[src/hw/rtl/sor_pkg.sv]
// Shared types, widths and codes for the segment occupancy rasterizer.
package sor_pkg;

  localparam int COORD_W    = 24;
  localparam int DIFF_W     = COORD_W + 1;
  localparam int MAG_W      = COORD_W;
  localparam int CELL_W     = 16;
  localparam int GRID_W     = 9;
  localparam int ROWSEL_W   = 8;
  localparam int COUNT_W    = 11;
  localparam int CFG_IDX_W  = 3;
  localparam int CFG_DATA_W = 24;
  localparam int QUO_W      = 26;
  localparam int SUM_W      = 2 * MAG_W + 1;
  localparam int RAD_W      = SUM_W + 3;
  localparam int ROOT_W     = RAD_W / 2;
  localparam int QUEUE_DEPTH = 2;

  localparam int DEF_MAX_COLUMNS = 256;
  localparam int DEF_MAX_ROWS    = 256;
  localparam int DEF_MAX_SAMPLES = 1024;

  localparam logic [1:0] OP_CLEAR = 2'd0;
  localparam logic [1:0] OP_MARK  = 2'd1;
  localparam logic [1:0] OP_READ  = 2'd2;
  localparam logic [1:0] OP_NONE  = 2'd3;

  localparam logic [CFG_IDX_W-1:0] CFG_ORIGIN_X     = 3'd0;
  localparam logic [CFG_IDX_W-1:0] CFG_ORIGIN_Y     = 3'd1;
  localparam logic [CFG_IDX_W-1:0] CFG_CELL_SIZE    = 3'd2;
  localparam logic [CFG_IDX_W-1:0] CFG_GRID_COLUMNS = 3'd3;
  localparam logic [CFG_IDX_W-1:0] CFG_GRID_ROWS    = 3'd4;

  localparam logic [CELL_W-1:0] RST_CELL_SIZE = 16'd256;
  localparam logic [GRID_W-1:0] RST_GRID_DIM  = 9'd256;

  typedef enum logic [1:0] {CMD_CLEAR, CMD_MARK, CMD_READ, CMD_SKIP} cmd_kind_t;

  typedef struct packed {
    logic [1:0]                op;
    logic signed [COORD_W-1:0] start_x;
    logic signed [COORD_W-1:0] start_y;
    logic signed [COORD_W-1:0] end_x;
    logic signed [COORD_W-1:0] end_y;
    logic [ROWSEL_W-1:0]       cell_row;
    logic [ROWSEL_W-1:0]       cell_column;
  } req_t;

  typedef struct packed {
    logic               occupied;
    logic [COUNT_W-1:0] sample_count;
    logic               capped;
  } rsp_t;

  typedef struct packed {
    logic signed [COORD_W-1:0] origin_x;
    logic signed [COORD_W-1:0] origin_y;
    logic [CELL_W-1:0]         cell_size;
    logic [GRID_W-1:0]         grid_columns;
    logic [GRID_W-1:0]         grid_rows;
  } cfg_t;

  typedef struct packed {
    cmd_kind_t                 kind;
    logic signed [COORD_W-1:0] start_x;
    logic signed [COORD_W-1:0] start_y;
    logic signed [DIFF_W-1:0]  dx;
    logic signed [DIFF_W-1:0]  dy;
    logic [ROWSEL_W-1:0]       cell_row;
    logic [ROWSEL_W-1:0]       cell_column;
  } cmd_t;

endpackage

[src/hw/rtl/sor_ifs.sv]
// Request and result channel interfaces.
interface sor_req_if;
  logic          valid;
  logic          ready;
  sor_pkg::req_t payload;
  modport source (output valid, output payload, input ready);
  modport sink (input valid, input payload, output ready);
endinterface


[src/hw/rtl/sor_front.sv]
// Request intake: classifies each request and holds it in a two-entry queue.
module sor_front (
  input  logic          clk,
  input  logic          rst_n,
  input  logic          init_busy,
  sor_req_if.sink       in_chan,
  output logic          cmd_valid,
  input  logic          cmd_ready,
  output sor_pkg::cmd_t cmd
);
  import sor_pkg::*;

  localparam int PTR_W = $clog2(QUEUE_DEPTH);
  localparam int CNT_W = $clog2(QUEUE_DEPTH + 1);

  cmd_t             q_r [QUEUE_DEPTH];
  logic [PTR_W-1:0] wr_ptr_r;
  logic [PTR_W-1:0] rd_ptr_r;
  logic [CNT_W-1:0] count_r;
  logic             push;
  logic             pop;
  cmd_t             cls;

  always_comb begin
    cls.start_x     = in_chan.payload.start_x;
    cls.start_y     = in_chan.payload.start_y;
    cls.dx          = {in_chan.payload.end_x[COORD_W-1], in_chan.payload.end_x}
                      - {in_chan.payload.start_x[COORD_W-1], in_chan.payload.start_x};
    cls.dy          = {in_chan.payload.end_y[COORD_W-1], in_chan.payload.end_y}
                      - {in_chan.payload.start_y[COORD_W-1], in_chan.payload.start_y};
    cls.cell_row    = in_chan.payload.cell_row;
    cls.cell_column = in_chan.payload.cell_column;
    unique case (in_chan.payload.op)
      OP_CLEAR: cls.kind = CMD_CLEAR;
      OP_MARK:  cls.kind = CMD_MARK;
      OP_READ:  cls.kind = CMD_READ;
      OP_NONE:  cls.kind = CMD_SKIP;
    endcase
  end

  assign in_chan.ready = (count_r != CNT_W'(QUEUE_DEPTH)) && !init_busy;
  assign push          = in_chan.valid && in_chan.ready;
  assign cmd_valid     = count_r != '0;
  assign pop           = cmd_valid && cmd_ready;
  assign cmd           = q_r[rd_ptr_r];

  always_ff @(posedge clk) begin
    if (!rst_n) begin
      wr_ptr_r <= '0;
      rd_ptr_r <= '0;
      count_r  <= '0;
    end else begin
      if (push) begin
        q_r[wr_ptr_r] <= cls;
        wr_ptr_r      <= wr_ptr_r + 1'b1;
      end
      if (pop) begin
        rd_ptr_r <= rd_ptr_r + 1'b1;
      end
      if (push && !pop) begin
        count_r <= count_r + 1'b1;
      end else if (pop && !push) begin
        count_r <= count_r - 1'b1;
      end
    end
  end
endmodule

[src/flat_wrapper.sv]
// flat-port wrapper written by rule: the top's interface ports become plain ports
module sor_front_flat import sor_pkg::*;
  (clk, rst_n, init_busy, cmd_valid, cmd_ready, cmd, in_chan_valid, in_chan_payload, in_chan_ready);
  sor_req_if in_chan_i ();
  input  logic clk;
  input  logic rst_n;
  input  logic init_busy;
  output logic cmd_valid;
  input  logic cmd_ready;
  output sor_pkg::cmd_t cmd;
  input wire logic [$bits(in_chan_i.valid)-1:0] in_chan_valid;
  input wire logic [$bits(in_chan_i.payload)-1:0] in_chan_payload;
  output wire logic [$bits(in_chan_i.ready)-1:0] in_chan_ready;
  assign in_chan_i.valid = in_chan_valid;
  assign in_chan_i.payload = in_chan_payload;
  assign in_chan_ready = in_chan_i.ready;
  sor_front u_core (.clk(clk), .rst_n(rst_n), .init_busy(init_busy), .in_chan(in_chan_i), .cmd_valid(cmd_valid), .cmd_ready(cmd_ready), .cmd(cmd));
endmodule
[config.mk]
export PLATFORM = sky130hd
export DESIGN_NAME = sor_front_flat
export DESIGN_NICKNAME = d
export VERILOG_FILES = /design/src/hw/rtl/sor_pkg.sv /design/src/hw/rtl/sor_ifs.sv /design/src/hw/rtl/sor_front.sv /design/src/flat_wrapper.sv
export SDC_FILE = /design/constraint.sdc
export NUM_CORES = 1
export LEC_CHECK = 0
export BUFFER_PORTS_ARGS = -buffer_cell sky130_fd_sc_hd__buf_2
export CORE_MARGIN = 4
export CORE_UTILIZATION = 37
export DETAILED_ROUTE_END_ITERATION = 8
export GPL_TIMING_DRIVEN = 0
export PLACE_DENSITY = 0.59
export SLEW_MARGIN = 15
export SYNTH_ARGS = -nofsm -noshare
export SYNTH_HDL_FRONTEND = slang
export SYNTH_SLANG_ARGS = --single-unit
[constraint.sdc]
create_clock -name clk -period 9.05 [get_ports clk]
set_input_delay 1.81 -clock clk [delete_from_list [all_inputs] [get_ports clk]]
set_output_delay 1.81 -clock clk [all_outputs]
set_load 0.02 [all_outputs]
==> flow_summary_export.csv <==
group,metric,value,unit
finish,seq_area,7070,µm²
sta,hold_viol,0,
synth,synth_nets,992,
critical_path,end_kind,"output port",
clock_tree,clock-sinks,237,
route,route.detailed.drc,0,
synth,yosysTopAreaCell,"edfxtp_1",
pwr,total_power,3.29,mW
floorplanning,rows,64,
pwr,leakage,5.58,nW
grt,grt_pass1_vias,7500,
sta,grt_setup_unrepaired,"no",
route,wl_per_cell,17.3,µm
sta,finalCriticalPeriod,4.64,ns
floorplanning,coreArea,30600,µm²
critical_path,reg2reg_slack,6.87,ns
synth,synth_xor_area_share,3.29,%
route,drt-total-wl,26.1,mm
pwr,power.share.combinational,28.7,%
pwr,seqPwrFrac,39.8,%
pwr,p_clk_share,31.6,%
finish,num-nets-final,1262,
clock_tree,clk_path_buf_depth,3,
sta,fin_skew,0.00595,ns
synth,synth.mux.area_fraction,11.5,%
synth,syn_area_per_cell,13.9,µm²
finish,layout_common_cells,"buf_2 (240), edfxtp_1 (232), mux2_2 (116)",
clock_tree,cts-buffers-inserted,27,
floorplanning,start_util,37.4,%
critical_path,crit_fanout,10,
floorplanning,die_x,184,µm
sta,hold_ws,0.518,ns
clock_tree,ctsHoldBuffers,0,
critical_path,start_kind,"flip-flop",
finish,fillers,2853,
min_path,hold_path.class,"reg2reg",
synth,ys_seq_area_share,61.7,%
synth,synth_edf_count,232,
clock_tree,cts_tree,"done",
clock_tree,clockRootBuffer,"clkbuf_16",
synth,ys_async_sr_fraction,0,%
sta,slew_violations,0,
place,port_buffers,234,
floorplanning,ios,237,
pwr,vdd_drop_max,0.153,mV
sta,finalSetupViolations,0,
pwr,power.density,233,nW/µm²
floorplanning,die_y,184,µm
synth,synth-compound-area-share,8.80,%
pwr,p_switching,0.986,mW
run,maxCapViolations,0,
synth,synthAdderAreaFrac,5.71,%
run_status,status,"finished, final reports clean",
synth,ys_types,60,
clock_tree,clk_pin_slew,0.05,ns
place,hpwlAfterDp,19.4,mm
clock_tree,htree_levels,1,
synth,yosys-top-cells-area,"edfxtp_1 (61%), mux2_2 (11%), ha_1 (5.4%), inv_1 (2.3%), xnor2_1 (2.2%)",
grt,antenna_found_initial,4,
finish,multi_input_area,4030,µm²
critical_path,required,7.24,ns
finish,area_delta_synth_final,23.5,%
clock_tree,post-cts-setup-buffers,0,
synth,synthSimpleGateAreaFrac,5.78,%
critical_path,path_class,"reg2out",
synth,syn_area,11400,µm²
synth,synth_top_family_by_area,"multiplexers",
sta,finalSetupTns,0,ns
grt,track_usage,14.9,%
floorplanning,die-area,33800,µm²
route,drt_iter0_drc,385,
synth,ys_ff_latch,237,
synth,yosysWarnings,0,
sta,period_share,51.3,%
finish,final_common_cell,"buf_2",
route,firstDrtPassIters,5,
synth,yosys_most_used_dff,"edfxtp_1",
sta,relSlewSlack,48.7,%
grt,grt_pass1_wl,40.3,mm
critical_path,arrival,2.83,ns
synth,syn_inst,822,
route,ant_nets,0,
pwr,sw_frac_of_total,29.9,%
grt,grt_max_degree,52,
sta,max_slew.worst_pin.slew,0.770,ns
route,vias,7350,
sta,fmax,0.216,GHz
synth,synth_top_area_share,60.9,%
route,viasPerCell,4.88,
finish,final_layout_size_suffix_gt1_share,36.9,%
pwr,internal_power,2.31,mW
grt,overflow,0,
clock_tree,post_cts_resized,0,
finish,insertedDiodeCount,0,
clock_tree,insertion_delay,0.52,ns
place,place_congestion,0.847,
worst paths after layout:
kind,from,endpoint,cells after the start
worst max-delay path,flip-flop,cmd[86],5
worst min-delay path,u_core.count_r[1],u_core.count_r[1],2
worst max register to register,u_core.count_r[0],u_core.q_r[0][61],7
worst min register to register,u_core.count_r[1],u_core.count_r[1],2
state kept, by name, summed over array words and instances (netlist names), named ones only:
register,cells
u_core.q_r,232
u_core.count_r,2
u_core.rd_ptr_r,1
u_core.wr_ptr_r,1
synth_stat cells, drive strengths merged (9+ instances only):
| master | number |
|---|---|
| o21ai | 23 |
| o21bai | 9 |
| ha | 49 |
| o21a | 9 |
| inv | 70 |
| a21oi | 48 |
| nor2 | 32 |
| xor2 | 14 |
| clkbuf | 19 |
| edfxtp | 232 |
| a21o | 14 |
| mux2 | 116 |
| nand3 | 12 |
| xnor2 | 29 |
| nand2 | 34 |
worst max-delay path: stages (launching register included):
cell and delay [ns]:
dfxtp_1 0.30, clkbuf_1 0.49, clkbuf_1 0.55, buf_2 0.42
mux2_2 0.37, buf_2 0.17
kinds of logic after synthesis:
family / count (synthesis)
and+or+nand+nor: 130
muxes: 117
DFF: 237
AOI/OAI and AO/OA: 149
buffers and inverters: 95
adders and majority gates: 51
xor gates and xnor gates: 43
through the flow:
step | utilization, % | cell area, µm² | setup slack [ns] | cells
finish | 46.2 | 14100 | 4.41 | 1507
global route | 46.2 | 14100 | 4.15 | 1507
CTS | 46.2 | 14100 | 4.23 | 1507
detailed placement | 43.4 | 13300 | 4.81 | 1459
global placement | 42.9 | 13100 | -2.06 | 1452
floorplan | - | 11400 | 1.08 | 822
power groups by stage:
| stage | clock (mW) | combinational [mW] | sequential [mW] |
|---|---|---|---|
| 2_1_floorplan | 0 | 0.650 | 1.34 |
| 3_3_place_gp | 0 | 0.945 | 1.35 |
| 3_5_place_dp | 0 | 0.964 | 1.33 |
| 4_1_cts | 1.07 | 0.969 | 1.31 |
| 5_1_grt | 1.13 | 1.03 | 1.31 |
| 6_report | 1.04 | 0.945 | 1.31 |
layer usage:
metal	GRT usage [%]	part of all wire, %	vias to the layer above
li1	-	-	3625
met1	19.2	43	3483
met2	24.6	47	192
met3	4.73	8.2	42
met4	3.40	1.9	8
met5	0	0.18	-
layout make-up:
class,instances,area share (%)
Clock buffer,33,4.94
Clock inverter,15,1.04
Tap cell,396,3.51
Multi-Input combinational cell,490,28.5
Inverter,70,1.86
Timing Repair Buffer,241,9.44
Buffer,25,0.726
Sequential cell,237,50.0
Power figures use the tool's default switching activity.
